===== config.mk =====
export PLATFORM = sky130hd
export DESIGN_NAME = sensor_frame_parser
export DESIGN_NICKNAME = d
export VERILOG_FILES = /design/src/hdl/sfp_pkg.sv /design/src/hdl/sfp_front.sv /design/src/hdl/sfp_queue.sv /design/src/hdl/sfp_back.sv /design/src/hdl/sensor_frame_parser.sv
export SDC_FILE = /design/constraint.sdc
export NUM_CORES = 1
export LEC_CHECK = 0
export ABC_CLOCK_PERIOD_IN_PS = 7500
export BUFFER_PORTS_ARGS = -buffer_cell sky130_fd_sc_hd__buf_2
export CORE_ASPECT_RATIO = 1.5
export CORE_MARGIN = 10
export CORE_UTILIZATION = 63
export DETAILED_ROUTE_END_ITERATION = 6
export PLACE_DENSITY = 0.82
export SLEW_MARGIN = 0
export SYNTH_ARGS = -nofsm -noshare
export SYNTH_HDL_FRONTEND = slang
export SYNTH_SLANG_ARGS = --single-unit

===== constraint.sdc =====
create_clock -name clock -period 7.5 [get_ports clock]
set_clock_uncertainty 0.2 [all_clocks]
set_input_delay 1.125 -clock clock [delete_from_list [all_inputs] [get_ports clock]]
set_output_delay 1.125 -clock clock [all_outputs]
set_load 0.1 [all_outputs]

===== src/hdl/sfp_pkg.sv =====
// ----------------------------------------------------------------------------
// sfp_pkg
// Shared widths, codes and types for the sensor frame parser.
// ----------------------------------------------------------------------------
`default_nettype none

package sfp_pkg;

   localparam int unsigned BYTE_W      = 8;
   localparam int unsigned LEVEL_W     = 16;
   localparam int unsigned FRAME_LEN   = 9;
   localparam int unsigned PAYLOAD_LEN = 6;
   localparam int unsigned POS_W       = 4;
   localparam int unsigned IDX_W       = 3;
   localparam int unsigned CSR_IDX_W   = 2;
   localparam int unsigned QUEUE_DEPTH = 4;

   localparam logic [BYTE_W-1:0] HEADER_FIRST_RST  = 8'h2c;
   localparam logic [BYTE_W-1:0] HEADER_SECOND_RST = 8'he4;

   // Configuration register indexes
   localparam logic [CSR_IDX_W-1:0] CSR_HEADER_FIRST  = 2'd0;
   localparam logic [CSR_IDX_W-1:0] CSR_HEADER_SECOND = 2'd1;

   // What a queued byte means to the back end
   typedef logic [1:0] kind_type;
   localparam kind_type KIND_HEADER  = 2'd0;
   localparam kind_type KIND_PAYLOAD = 2'd1;
   localparam kind_type KIND_CHECK   = 2'd2;

   typedef struct packed {
      kind_type              kind;
      logic [IDX_W-1:0]      idx;
      logic [BYTE_W-1:0]     data;
   } entry_type;

   typedef struct packed {
      logic [BYTE_W-1:0] header_first;
      logic [BYTE_W-1:0] header_second;
   } hdr_cfg_type;

   typedef struct packed {
      logic full;
      logic push;
      logic pop;
   } queue_status_type;

endpackage

`default_nettype wire


===== src/hdl/sfp_front.sv =====
// ----------------------------------------------------------------------------
// sfp_front
// Header hunt and byte classification; pushes frame bytes into the queue.
// ----------------------------------------------------------------------------
`default_nettype none

module sfp_front (
   input  wire                          clock,
   input  wire                          reset,
   input  sfp_pkg::hdr_cfg_type         cfg,
   input  wire                          req_valid,
   input  wire [sfp_pkg::BYTE_W-1:0]    req_byte,
   input  wire                          q_full,
   output logic                         req_ready,
   output logic                         push_valid,
   output sfp_pkg::entry_type           push_entry
);
   import sfp_pkg::*;

   logic [POS_W-1:0]  pos_ff;
   logic [POS_W-1:0]  pos_in;
   logic [POS_W-1:0]  pos_next;
   logic [POS_W-1:0]  hunt_pos;
   logic [BYTE_W-1:0] first_ff;
   logic [BYTE_W-1:0] first_in;
   logic              push_req;
   logic              accept;

   assign req_ready = !q_full;
   assign accept    = req_valid && !q_full;
   assign hunt_pos  = (req_byte == cfg.header_first) ? POS_W'(1) : POS_W'(0);

   always_comb begin
      pos_next        = pos_ff;
      push_req        = 1'b0;
      push_entry.kind = KIND_PAYLOAD;
      push_entry.idx  = IDX_W'(pos_ff - POS_W'(2));
      push_entry.data = req_byte;
      if (pos_ff == POS_W'(0) || pos_ff >= POS_W'(FRAME_LEN)) begin
         pos_next = hunt_pos;
      end else if (pos_ff == POS_W'(1)) begin
         if (req_byte != cfg.header_second) begin
            pos_next = hunt_pos;
         end else begin
            // seed the back end's sum with both header bytes
            push_req        = 1'b1;
            push_entry.kind = KIND_HEADER;
            push_entry.data = first_ff + req_byte;
            pos_next        = POS_W'(2);
         end
      end else if (pos_ff < POS_W'(FRAME_LEN - 1)) begin
         push_req = 1'b1;
         pos_next = pos_ff + POS_W'(1);
      end else begin
         push_req        = 1'b1;
         push_entry.kind = KIND_CHECK;
         pos_next        = POS_W'(0);
      end
   end

   assign push_valid = accept && push_req;
   assign pos_in     = accept ? pos_next : pos_ff;
   // hold the first header byte as it was received
   assign first_in   = (accept && pos_next == POS_W'(1)) ? req_byte : first_ff;

   always_ff @(posedge clock) begin
      if (reset) begin
         pos_ff   <= '0;
         first_ff <= '0;
      end else begin
         pos_ff   <= pos_in;
         first_ff <= first_in;
      end
   end

endmodule

`default_nettype wire


===== src/hdl/sfp_queue.sv =====
// ----------------------------------------------------------------------------
// sfp_queue
// Small FIFO of classified bytes between the front and back ends.
// ----------------------------------------------------------------------------
`default_nettype none

module sfp_queue #(
   parameter int unsigned DEPTH = sfp_pkg::QUEUE_DEPTH
) (
   input  wire                  clock,
   input  wire                  reset,
   input  wire                  push,
   input  sfp_pkg::entry_type   push_entry,
   input  wire                  pop,
   output logic                 head_valid,
   output sfp_pkg::entry_type   head_entry,
   output logic                 full
);
   import sfp_pkg::*;

   localparam int unsigned PTR_W = (DEPTH > 1) ? $clog2(DEPTH) : 1;
   localparam int unsigned CNT_W = $clog2(DEPTH + 1);

   entry_type        slot_ff [DEPTH];
   logic [PTR_W-1:0] wr_ptr_ff, wr_ptr_in;
   logic [PTR_W-1:0] rd_ptr_ff, rd_ptr_in;
   logic [CNT_W-1:0] count_ff, count_in;
   logic             do_pop;

   assign head_valid = (count_ff != '0);
   assign full       = (count_ff == CNT_W'(DEPTH));
   assign head_entry = slot_ff[rd_ptr_ff];
   assign do_pop     = pop && head_valid;

   always_comb begin
      wr_ptr_in = wr_ptr_ff;
      rd_ptr_in = rd_ptr_ff;
      if (push) begin
         wr_ptr_in = (wr_ptr_ff == PTR_W'(DEPTH - 1)) ? '0 : wr_ptr_ff + PTR_W'(1);
      end
      if (do_pop) begin
         rd_ptr_in = (rd_ptr_ff == PTR_W'(DEPTH - 1)) ? '0 : rd_ptr_ff + PTR_W'(1);
      end
      count_in = count_ff + CNT_W'(push) - CNT_W'(do_pop);
   end

   always_ff @(posedge clock) begin
      if (push) begin
         slot_ff[wr_ptr_ff] <= push_entry;
      end
   end

   always_ff @(posedge clock) begin
      if (reset) begin
         wr_ptr_ff <= '0;
         rd_ptr_ff <= '0;
         count_ff  <= '0;
      end else begin
         wr_ptr_ff <= wr_ptr_in;
         rd_ptr_ff <= rd_ptr_in;
         count_ff  <= count_in;
      end
   end

endmodule

`default_nettype wire


===== src/hdl/sfp_back.sv =====
// ----------------------------------------------------------------------------
// sfp_back
// Checksum accumulation, payload capture and result register.
// ----------------------------------------------------------------------------
`default_nettype none

module sfp_back (
   input  wire                            clock,
   input  wire                            reset,
   input  wire                            head_valid,
   input  sfp_pkg::entry_type             head_entry,
   output logic                           pop,
   output logic                           rsp_valid,
   input  wire                            rsp_ready,
   output logic                           rsp_status,
   output logic [4*sfp_pkg::LEVEL_W-1:0]  rsp_levels
);
   import sfp_pkg::*;

   logic [BYTE_W-1:0]    sum_ff, sum_in;
   logic [BYTE_W-1:0]    payload_ff [PAYLOAD_LEN];
   logic [LEVEL_W-1:0]   failures_ff, failures_in;
   logic                 rsp_valid_ff, rsp_valid_in;
   logic                 status_ff;
   logic [4*LEVEL_W-1:0] levels_ff;
   logic                 slot_free;
   logic                 is_check;
   logic                 bad;
   logic [3*LEVEL_W-1:0] readings;

   assign slot_free = !rsp_valid_ff || rsp_ready;
   assign is_check  = (head_entry.kind == KIND_CHECK);
   assign pop       = head_valid && (!is_check || slot_free);
   assign bad       = (sum_ff != head_entry.data);
   assign readings  = {payload_ff[4], payload_ff[5], payload_ff[2], payload_ff[3],
                       payload_ff[0], payload_ff[1]};

   always_comb begin
      sum_in       = sum_ff;
      failures_in  = failures_ff;
      rsp_valid_in = rsp_valid_ff && !rsp_ready;
      if (pop) begin
         case (head_entry.kind)
            KIND_HEADER:  sum_in = head_entry.data;
            KIND_PAYLOAD: sum_in = sum_ff + head_entry.data;
            KIND_CHECK: begin
               rsp_valid_in = 1'b1;
               if (bad && !(&failures_ff)) begin
                  failures_in = failures_ff + LEVEL_W'(1);
               end
            end
            default: sum_in = sum_ff;
         endcase
      end
   end

   always_ff @(posedge clock) begin
      if (pop && head_entry.kind == KIND_PAYLOAD && head_entry.idx < IDX_W'(PAYLOAD_LEN)) begin
         payload_ff[head_entry.idx] <= head_entry.data;
      end
      if (pop && is_check) begin
         status_ff <= bad;
         levels_ff <= {failures_in, bad ? (3*LEVEL_W)'(0) : readings};
      end
   end

   always_ff @(posedge clock) begin
      if (reset) begin
         sum_ff       <= '0;
         failures_ff  <= '0;
         rsp_valid_ff <= 1'b0;
      end else begin
         sum_ff       <= sum_in;
         failures_ff  <= failures_in;
         rsp_valid_ff <= rsp_valid_in;
      end
   end

   assign rsp_valid  = rsp_valid_ff;
   assign rsp_status = status_ff;
   assign rsp_levels = levels_ff;

endmodule

`default_nettype wire


===== src/hdl/sensor_frame_parser.sv =====
// A result is offered once its checksum byte has passed a queue slot and the
// result valid register. Throughput: one received byte per cycle while the
// queue is not full; the front end, queue and back end each move one byte a
// cycle unless stalled, and the result register lets the next frame proceed
// while a result waits. Reset clears position, queue, sum, failure count and
// result valid, and loads the header registers with 0x2c and 0xe4.
// ----------------------------------------------------------------------------
// sensor_frame_parser
// Byte-serial parser for a nine-byte sensor frame with a two-byte header and
// an eight-bit additive checksum.
// ----------------------------------------------------------------------------
`default_nettype none

module sensor_frame_parser #(
   parameter int unsigned QUEUE_DEPTH = sfp_pkg::QUEUE_DEPTH
) (
   input  wire                              clock,
   input  wire                              reset,
   // byte stream in
   input  wire                              req_tvalid,
   output logic                             req_tready,
   input  wire [sfp_pkg::BYTE_W-1:0]        req_tdata,  // [7:0] rx_byte
   // frame results out
   output logic                             rsp_tvalid,
   input  wire                              rsp_tready,
   output logic [4*sfp_pkg::LEVEL_W-1:0]    rsp_tdata,  // [15:0] tvoc_level,
                                                        // [31:16] formaldehyde_level,
                                                        // [47:32] co2_level,
                                                        // [63:48] failure_count
   output logic                             rsp_tuser,  // [0] frame_status
   // register writes
   input  wire                              csr_valid,
   output logic                             csr_ready,
   input  wire [sfp_pkg::CSR_IDX_W-1:0]     csr_index,
   input  wire [sfp_pkg::BYTE_W-1:0]        csr_data
);
   import sfp_pkg::*;

   hdr_cfg_type      hdr_ff, hdr_in;
   entry_type        push_entry;
   entry_type        head_entry;
   logic             head_valid;
   queue_status_type q_stat;

   // Header registers: always ready, unknown indexes are dropped
   assign csr_ready = 1'b1;

   always_comb begin
      hdr_in = hdr_ff;
      if (csr_valid) begin
         case (csr_index)
            CSR_HEADER_FIRST:  hdr_in.header_first  = csr_data;
            CSR_HEADER_SECOND: hdr_in.header_second = csr_data;
            default:           hdr_in = hdr_ff;
         endcase
      end
   end

   always_ff @(posedge clock) begin
      if (reset) begin
         hdr_ff.header_first  <= HEADER_FIRST_RST;
         hdr_ff.header_second <= HEADER_SECOND_RST;
      end else begin
         hdr_ff <= hdr_in;
      end
   end

   // Front end: hunt for the header and tag each frame byte from the second header byte on
   sfp_front u_front (
      .clock      (clock),
      .reset      (reset),
      .cfg        (hdr_ff),
      .req_valid  (req_tvalid),
      .req_byte   (req_tdata),
      .q_full     (q_stat.full),
      .req_ready  (req_tready),
      .push_valid (q_stat.push),
      .push_entry (push_entry)
   );

   // Queue: decouple the byte intake from result back-pressure
   sfp_queue #(
      .DEPTH (QUEUE_DEPTH)
   ) u_queue (
      .clock      (clock),
      .reset      (reset),
      .push       (q_stat.push),
      .push_entry (push_entry),
      .pop        (q_stat.pop),
      .head_valid (head_valid),
      .head_entry (head_entry),
      .full       (q_stat.full)
   );

   // Back end: sum, capture payload, check and hold the result
   sfp_back u_back (
      .clock      (clock),
      .reset      (reset),
      .head_valid (head_valid),
      .head_entry (head_entry),
      .pop        (q_stat.pop),
      .rsp_valid  (rsp_tvalid),
      .rsp_ready  (rsp_tready),
      .rsp_status (rsp_tuser),
      .rsp_levels (rsp_tdata)
   );

`ifndef SYNTHESIS
   // Never write into a full queue
   a_no_push_when_full: assert property (@(posedge clock) disable iff (reset)
      q_stat.push |-> !q_stat.full)
      else $error("push into full queue");

   // A failed checksum carries zero readings
   a_bad_frame_zero: assert property (@(posedge clock) disable iff (reset)
      (rsp_tvalid && rsp_tuser) |-> (rsp_tdata[3*LEVEL_W-1:0] == '0))
      else $error("readings not cleared on checksum mismatch");

   // A failed frame result shows a non-zero failure count
   a_bad_frame_count: assert property (@(posedge clock) disable iff (reset)
      (rsp_tvalid && rsp_tuser) |-> (rsp_tdata[4*LEVEL_W-1:3*LEVEL_W] != '0))
      else $error("failure count zero on mismatch");

   // Only a pending byte is ever taken from the queue
   a_pop_needs_head: assert property (@(posedge clock) disable iff (reset)
      q_stat.pop |-> head_valid)
      else $error("pop from empty queue");
`endif

endmodule

`default_nettype wire

==> out/results.ini, run 1 <==
[run_status]
status=completed

[logic_synthesis]
synth_mux_area_share_pct=6.334
synth-seq-cells=227
mappedNetlistArea_sq_um=9522
yosysWarnings=0
synth_top_flop_cell=edfxtp_1
syn_nets=746
synth-edff-count=165
yosys.area_share.simple_pct=14.17
synth_fa_ha_area_share_pct=4.179
async_flop_share_pct=0
synth_cells=693
synth-compound-area-share_pct=4.534
syn_area_per_cell_sq_um=13.74
yosysUniqueCellTypes=60
synth_xor_area_share_pct=3.495
synth_top_family_by_area=simple AND/OR/NAND/NOR gates
seq_area_frac_synth_pct=65.07

[drt]
drcViolationCount=0
wl_per_cell_um=18.29
drtAntennaViolNets=0
drt-total-wl_um=18240
num_vias=5641
viasPerCell=5.658
drt_iter0_drc=282
drt_pass1_iterations=4

[timing]
post-route-period-util_pct=58.42
setup_tns_ps=0
finalCriticalPeriod_ps=4381
finalSetupViolations=0
slew_viol_final=0
max_slew_margin_pct=19.48
hold_viol=0
clock.fmax_mhz=228.2
worst_slew_pin_slew_ps=1203
rsz0062_at_grt=false

[layout]
antenna_cells=0
areaGrowthSynthToFinish_pct=13.85
n_fill_cell=969
mostFrequentLayoutCells=165 x edfxtp_1, 89 x buf_2, 62 x dfxtp_1
layout_commonest_cell=edfxtp_1
drive_above_1_share_pct=18.42
fin_nets=837
postLayoutCoreUtil_pct=72.59

[die]
die_h_um=170.6
ios=91
rows=55
start_util_pct=63.76
die_area_sq_um=20530
dieWidth_um=120.4
core_area_sq_um=14930

[placement]
post-dp-hpwl_um=13000
numPortBuffers=89
globalplace.congestion=0.8799

[critical_path]
criticalPathCategory=flip-flop to flip-flop
crit_chain=mux4_2 > ha_1 > or4_1 > nor4_4 > buf_4 > a21boi_2 > nand2_1 > mux2_1 > nor2b_1
regToRegEndpoint=u_back.failures_ff[1]
worst-path-max-fanout=50
critPathMaxStageDelay_ps=870
r2r_setup_slack_ps=3120
crit_required_ps=7630
startpoint_type=flip-flop
arrival_ps=4510
crit_slowest_cell=dfxtp_1
cp-end-kind=flip-flop
r2r_cells=9
crit_end=u_back.failures_ff[1]

[global_routing]
grt_usage_pct=17.76
grt_max_degree=69
gr-total-overflow=0
grt_pass1_wl_um=29600
antenna_found_initial=0
grt_pass1_vias=5917

[clocking]
cts_max_level=1
cts.repair.resized=0
numCtsBuffers=21
clock_latency_ps=490
cts.sinks=227
clk_pin_slew_ps=60
hold_buffers=0
clockBufferDepth=3
root_buffer=clkbuf_16
cts_tree=built
cts_setup_buffers=0

[pwr]
p_per_area_nw_per_um2=314.2
leakage_nw=4.320
vdd_ir_drop_max_mv=0.1987
p_total_mw=3.406

[run]
cap_violations=0

[worst_hold_path]
hold_class=flip-flop to flip-flop

cell families after synthesis:
| logic type | Yosys count |
|---|---|
| other cells | 1 |
| compound gates | 63 |
| buf+inv | 52 |
| mux | 43 |
| fa+ha+maj | 30 |
| xor+xnor | 38 |
| flops | 227 |
| simple gates | 239 |
cell type report:
class | instances | area, sq um | share of cell area (%)
multi-input combinational | 414 | 3134 | 28.91
clock buffer | 28 | 551.8 | 5.090
inverter | 26 | 97.59 | 0.9003
clock inverter | 9 | 128.9 | 1.189
sequential | 227 | 6196 | 57.16
timing repair buffer | 94 | 483.0 | 4.455
tap | 199 | 249.0 | 2.297
through the flow:
stage	instances	instance area, sq um	worst slack (ps)	hold WS [ps]
global placement	960	10160	3241	262.0
global route	997	10840	2825	305.2
floorplan	693	9522	2793	252.4
finish	997	10840	3119	281.9
detailed placement	960	10160	3109	268.2
CTS	997	10840	3092	282.7
how the worst min path moves through the flow:
stage,cells after the start,from,end
after CTS,2,u_front.first_ff[6],u_front.first_ff[6]
after detailed placement,2,u_front.first_ff[6],u_front.first_ff[6]
after floorplan,2,u_front.first_ff[0],u_front.first_ff[0]
after global placement,2,u_front.first_ff[0],u_front.first_ff[0]
after global routing,1,hdr_ff[7],hdr_ff[7]
final,2,u_front.first_ff[6],u_front.first_ff[6]
Yosys cell counts, types with 11 or more instances:
cell,count,area (sq um)
nand2_1,22,82.58
mux2i_1,25,250.2
dfxtp_1,62,1241
nor3_1,12,60.06
a21oi_1,13,65.06
mux4_2,12,270.3
nand2b_1,18,112.6
xnor2_1,27,236.5
and3_1,55,344.1
edfxtp_1,165,4955
nand3_1,14,70.07
nor2_1,52,195.2
inv_1,26,97.59
xor2_1,11,96.34
ha_1,27,337.8
clkbuf_1,22,82.58
nor2b_1,25,156.4
flip-flops by register name, summed over array words and instances, names as in the netlist, named ones only:
name                flops
u_queue.slot_ff        52
rsp_tdata              48
u_back.payload_ff      48
hdr_ff                 16
u_back.failures_ff     16
u_back.rsp_levels      16
u_back.sum_ff           8
u_front.first_ff        8
u_front.pos_ff          4
u_queue.count_ff        3
u_queue.rd_ptr_ff       2
u_queue.wr_ptr_ff       2
u_back.rsp_status       1
u_back.rsp_valid        1
critical path: cells and delay by family, from the launching register on:
| family | cells | cell delay [ps] |
|---|---|---|
| AO/OA/AOI/OAI | 1 | 240 |
| adder cells (fa/ha/maj) | 1 | 390 |
| multiplexers | 2 | 1060 |
| flip-flops | 1 | 870 |
| buffers and inverters | 1 | 390 |
| AND/OR/NAND/NOR | 4 | 1040 |
where the power goes:
group          internal, mW  total [mW]  switching [mW]
combinational         0.304       0.798           0.494
clock                 0.624        1.05           0.429
sequential             1.48        1.56          0.0749
per-layer routing:
layer  wire length, um  track usage (%)  vias up
met1              6378            18.09     2718
met2             10330            34.65      159
li1                  -                -     2726
met5                 0                0        -
met4               473            6.526        0
met3              1052            3.232       38
No activity file was read; power rests on OpenSTA's default activity.
==> run 2: changes to the inputs <==
--- a/config.mk
+++ b/config.mk
@@ -5,13 +5,13 @@
 export SDC_FILE = /design/constraint.sdc
 export NUM_CORES = 1
 export LEC_CHECK = 0
-export ABC_CLOCK_PERIOD_IN_PS = 7500
+export ABC_CLOCK_PERIOD_IN_PS = 3540
 export BUFFER_PORTS_ARGS = -buffer_cell sky130_fd_sc_hd__buf_2
 export CORE_ASPECT_RATIO = 1.5
 export CORE_MARGIN = 10
-export CORE_UTILIZATION = 63
+export CORE_UTILIZATION = 53
 export DETAILED_ROUTE_END_ITERATION = 6
-export PLACE_DENSITY = 0.82
+export PLACE_DENSITY = 0.73
 export SLEW_MARGIN = 0
 export SYNTH_ARGS = -nofsm -noshare
 export SYNTH_HDL_FRONTEND = slang
==> constraint.sdc (replaced) <==
create_clock -name clock -period 3.54 [get_ports clock]
set_clock_uncertainty 0.2 [all_clocks]
set_input_delay 0.531 -clock clock [delete_from_list [all_inputs] [get_ports clock]]
set_output_delay 0.531 -clock clock [all_outputs]
set_load 0.1 [all_outputs]
==> run 2 against run 1 <==
Net effect:
- non-clock buffer count rose by 24
- register-to-register slack got worse by 3000 ps
- die area rose by 16%
- critical path depth rose by 2
- cell area rose by 2.7%
- setup slack got worse by 3000 ps
- total power rose by 120%
- via count rose by 1.2%
- count of clock-buffer cells in the layout fell by 3
- sequential cell count did not move
==> out/results.ini, run 2 (synthesis gave the netlist of run 1 again) <==
[clocking]
root_buffer=clkbuf_16
numCtsBuffers=21
cts_max_level=1
cts.sinks=227
clockBufferDepth=3
clock_latency_ps=490
hold_buffers=0
cts_tree=built
clk_pin_slew_ps=70

[die]
ios=91
rows=60
start_util_pct=53.52
dieWidth_um=129.4
die_h_um=184.2
die_area_sq_um=23840
core_area_sq_um=17790

[drt]
routed.top_layer=met4
wl_met2_um=9899
num_vias=5709
wl_per_cell_um=17.54
met3WireLength_um=981
drcViolationCount=0
drt-total-wl_um=18230
wl_met1_um=6768
viasPerCell=5.495
drt_iter0_drc=298
drtAntennaViolNets=0
drt_pass1_iterations=6

[timing]
post-route-period-util_pct=96.41
worst_slew_pin_slew_ps=844.1
hold_viol=0
finalCriticalPeriod_ps=3413
slew_viol_final=0
rsz0062_at_grt=false
max_slew_margin_pct=43.73
finalSetupViolations=0
clock.fmax_mhz=293.0

[worst_hold_path]
min_path_cells=2
hold_class=input pin to flip-flop

[global_routing]
grt_pass1_vias=5986
antenna_found_initial=0
grt_max_degree=67
grt_usage_pct=15.29
grt_pass1_wl_um=29580
gr-total-overflow=0

[pwr]
p_total_mw=7.502
vdd_ir_drop_max_mv=0.3989
leakage_nw=4.480
p_per_area_nw_per_um2=673.9

[critical_path]
crit_chain=buf_4 > mux4_1 > a31oi_1 > ha_1 > inv_1 > ha_1 > inv_1 > fa_1 > xor2_1 > xnor2_1 > nor2_1
critPathMaxStageDelay_ps=670
crit_required_ps=3690
cp_num_cells=11
arrival_ps=3560
cp-end-kind=flip-flop
crit_slowest_cell=mux4_1
criticalPathCategory=flip-flop to flip-flop
startpoint_type=flip-flop
path_buf_inv=3
r2r_cells=11
worst-path-max-fanout=8
crit_family=adder cells

[run_status]
status=completed

[layout]
mostFrequentLayoutCells=165 x edfxtp_1, 89 x buf_2, 60 x dfxtp_1
drive_above_1_share_pct=22.14
top_register=u_queue.slot_ff
n_fill_cell=1303
antenna_cells=0
final_area_sq_um=11130
layout_commonest_cell=edfxtp_1
areaGrowthSynthToFinish_pct=16.91
largest_reg_flops=52
fin_nets=861

[run]
cap_violations=0

[placement]
placed_area_sq_um=10380
globalplace.congestion=0.8829
numPortBuffers=89
post-dp-hpwl_um=13180

==> run 2: cell types whose count changed in the layout (fill, tap and decap cells not counted), sizes merged <==
cell and delta:
bufinv +2, clkinv +1, buf +24, clkbuf -3
==> run 2: area by class of cell <==
cell class                 instances  area, sq um  area share [%]
multi-input combinational        414         3158           28.37
clock inverter                    12        192.7           1.731
clock buffer                      25        550.5           4.945
timing repair buffer             118        663.1           5.957
sequential                       227         6198           55.68
inverter                          26        97.59          0.8767
tap                              217        271.5           2.439
==> run 2: metal layers <==
layer | vias to the layer above | GRT usage [%]
met3 | 37 | 3.077
met5 | - | 0
met2 | 134 | 29.12
met1 | 2761 | 15.78
li1 | 2777 | -
met4 | 0 | 6.002
==> run 2: stage by stage <==
stage | std cells | hold WS (ps) | setup slack (ps) | util [%] | TNS, ps
2_1_floorplan | 693 | 252.4 | -895.4 | - | -39410
3_3_place_gp | 1002 | 262.9 | 247.7 | 58.35 | 0
3_5_place_dp | 1002 | 270.5 | 170.2 | 58.35 | 0
4_1_cts | 1039 | 47.42 | 115.5 | 62.52 | 0
5_1_grt | 1039 | 63.60 | 1.253 | 62.57 | 0
6_report | 1039 | 59.82 | 127.0 | 62.57 | 0
==> run 2: worst paths after layout <==
| check | startpoint | end | slack (ps) |
|---|---|---|---|
| setup reg to reg | flip-flop | u_queue.count_ff[2] | 130 |
| hold / removal | csr_data[5] | hdr_ff[13] | 60 |
| setup / recovery | flip-flop | u_queue.count_ff[2] | 130 |
| hold reg to reg | u_front.first_ff[2] | u_front.first_ff[2] | 280 |
==> run 2: power breakdown <==
part | switching (mW) | internal [mW] | leakage (nW)
Clock | 0.928 | 1.48 | 0.360
Sequential | 0.124 | 3.14 | 2.12
Combinational | 1.09 | 0.744 | 2.00
==> run 2: worst register-to-register path, stage by stage, from the launching register on <==
cell and delay, ps:
dfxtp_2 440, buf_4 240, mux4_1 670, a31oi_1 420
ha_1 320, inv_1 60, ha_1 140, inv_1 50
fa_1 370, xor2_1 180, xnor2_1 140, nor2_1 50
==> run 2: timing repair <==
item                                    4_1_cts  5_1_grt
setup buffers                                 0        0
hold endpoints to repair                      0        0
endpoints found under the setup margin        0        4
resized for setup                             0        1
==> run 3: changes to the inputs <==
--- a/config.mk
+++ b/config.mk
@@ -12,6 +12,7 @@
 export CORE_UTILIZATION = 53
 export DETAILED_ROUTE_END_ITERATION = 6
 export PLACE_DENSITY = 0.73
+export SETUP_SLACK_MARGIN = 0.5
 export SLEW_MARGIN = 0
 export SYNTH_ARGS = -nofsm -noshare
 export SYNTH_HDL_FRONTEND = slang
==> run 3 against run 2 <==
Net effect:
- total power rose by 2.2%
- first-iteration DRC count fell by 3.7%
- global-route usage increased by 0.42 points
- core utilization is 1.9 points higher
- critical path type unchanged
- highest routed layer unchanged
==> out/results.ini, run 3 (synthesis gave the netlist of run 1 again) <==
[run_status]
status=completed

[timing]
clock.fmax_mhz=323.5
hold_viol=0
rsz0062_at_grt=true
holdWs_ps=63.49
setup_tns_ps=0
finalCriticalPeriod_ps=3091
timing.final.ws_setup_ps=448.6
max_slew_margin_pct=29.36
worst_slew_pin_slew_ps=1033
finalSetupViolations=0
slew_viol_final=0
post-route-period-util_pct=87.33

[pwr]
leakage_nw=4.615
vdd_ir_drop_max_mv=0.5548
p_per_area_nw_per_um2=668.3
p_total_mw=7.668

[critical_path]
r2r_setup_slack_ps=450
r2r_cells=10
worst-path-max-fanout=6
crit_required_ps=3700
startpoint_type=flip-flop
cp-end-kind=flip-flop
regToRegEndpoint=u_back.failures_ff[1]
criticalPathCategory=flip-flop to flip-flop
arrival_ps=3250

[clocking]
root_buffer=clkbuf_16
numCtsBuffers=21
cts_max_level=1
cts.sinks=227
cts_tree=built
clock_latency_ps=490
clk_pin_slew_ps=70
clockBufferDepth=3

[drt]
wl_per_cell_um=18.19
num_vias=5849
drtAntennaViolNets=0
drt-total-wl_um=19190
drt_iter0_drc=287
drt_pass1_iterations=4
drcViolationCount=0
viasPerCell=5.544

[placement]
pre_cts_slack_ps=149.2
numPortBuffers=89
placed_area_sq_um=10390
place_inst=999
post-dp-hpwl_um=13130
globalplace.congestion=0.8512

[worst_hold_path]
hold_class=input pin to flip-flop
hp-start=csr_data[2]
worstHoldEndpoint=hdr_ff[10]
min_path_cells=2

[layout]
mostFrequentLayoutCells=165 x edfxtp_1, 89 x buf_2, 58 x dfxtp_1
final_area_sq_um=11470
final-seq-area_sq_um=6203
areaGrowthSynthToFinish_pct=20.51
n_fill_cell=1311
fin_nets=878
largest_reg_flops=52
stdcell_count=1055
top_register=u_queue.slot_ff
postLayoutCoreUtil_pct=64.49
drive_above_1_share_pct=27.21
multi_input_area_sq_um=3377
layout_commonest_cell=edfxtp_1
antenna_cells=0

[die]
core_area_sq_um=17790
rows=60
dieWidth_um=129.4
die_h_um=184.2
ios=91
die_area_sq_um=23840
start_util_pct=53.52

[global_routing]
antenna_found_initial=0
grt_pass1_wl_um=30420
grt_pass1_vias=6038
grt_usage_pct=15.71
gr-total-overflow=0
grt_max_degree=67

[run]
cap_violations=0

==> run 3: cell count changes in the layout (fill, tap and decap cells not counted), moves of 3 or more <==
cell | previous run | this run
buf_4 | 29 | 38
buf_12 | 0 | 4
ha_1 | 27 | 21
xnor2_1 | 26 | 19
xnor2_2 | 1 | 8
buf_6 | 0 | 3
clkinv_1 | 2 | 6
ha_4 | 0 | 5
==> run 3: worst max path at each step <==
stage,slack [ps],from,endpoint
floorplan,-900,flip-flop,u_back.rsp_levels[49]
global placement,240,req_tdata[0],u_queue.count_ff[2]
detailed placement,150,flip-flop,u_queue.count_ff[2]
CTS,410,flip-flop,u_back.failures_ff[1]
global route,330,flip-flop,u_back.failures_ff[1]
finish,450,flip-flop,u_back.failures_ff[1]
==> run 3: cell type report <==
cell class	instances	area share, %
clock buffers	23	4.732
clock inverters	13	1.199
inverters	26	0.8505
multi-input cells	415	29.43
flip-flops and latches	227	54.06
well taps	217	2.366
repair buffers	134	7.360
==> run 3: per-layer routing <==
metal / vias up / track usage [%] / part of all wire, %
met1: 2859 / 16.41 / 37
met3: 37 / 2.847 / 4.9
met4: 0 / 5.551 / 2.5
met2: 137 / 30.21 / 56
li1: 2816 / - / -
met5: - / 0 / 0
==> run 3: report_power, final <==
| part | leakage (nW) | switching [mW] | internal (mW) |
|---|---|---|---|
| combinational | 2.17 | 1.22 | 0.936 |
| sequential | 2.12 | 0.135 | 3.14 |
| clock | 0.323 | 0.923 | 1.32 |
| total | 4.62 | 2.27 | 5.39 |
==> run 3: critical path, cell delays in order (launching register included) <==
cell and delay (ps):
dfxtp_4 380, buf_6 100, mux4_2 530, ha_4 240
or4_4 540, nor4_4 140, buf_4 180, a21boi_4 90
nand2_2 100, mux2_4 310, nor2b_1 140
==> run 3: what timing repair did <==
item	in CTS	in global routing
cloned	1	0
setup buffers	10	9
hold buffers	0	0
gates resized for setup	20	27
endpoints found under the setup margin	107	144
pin swaps	10	14
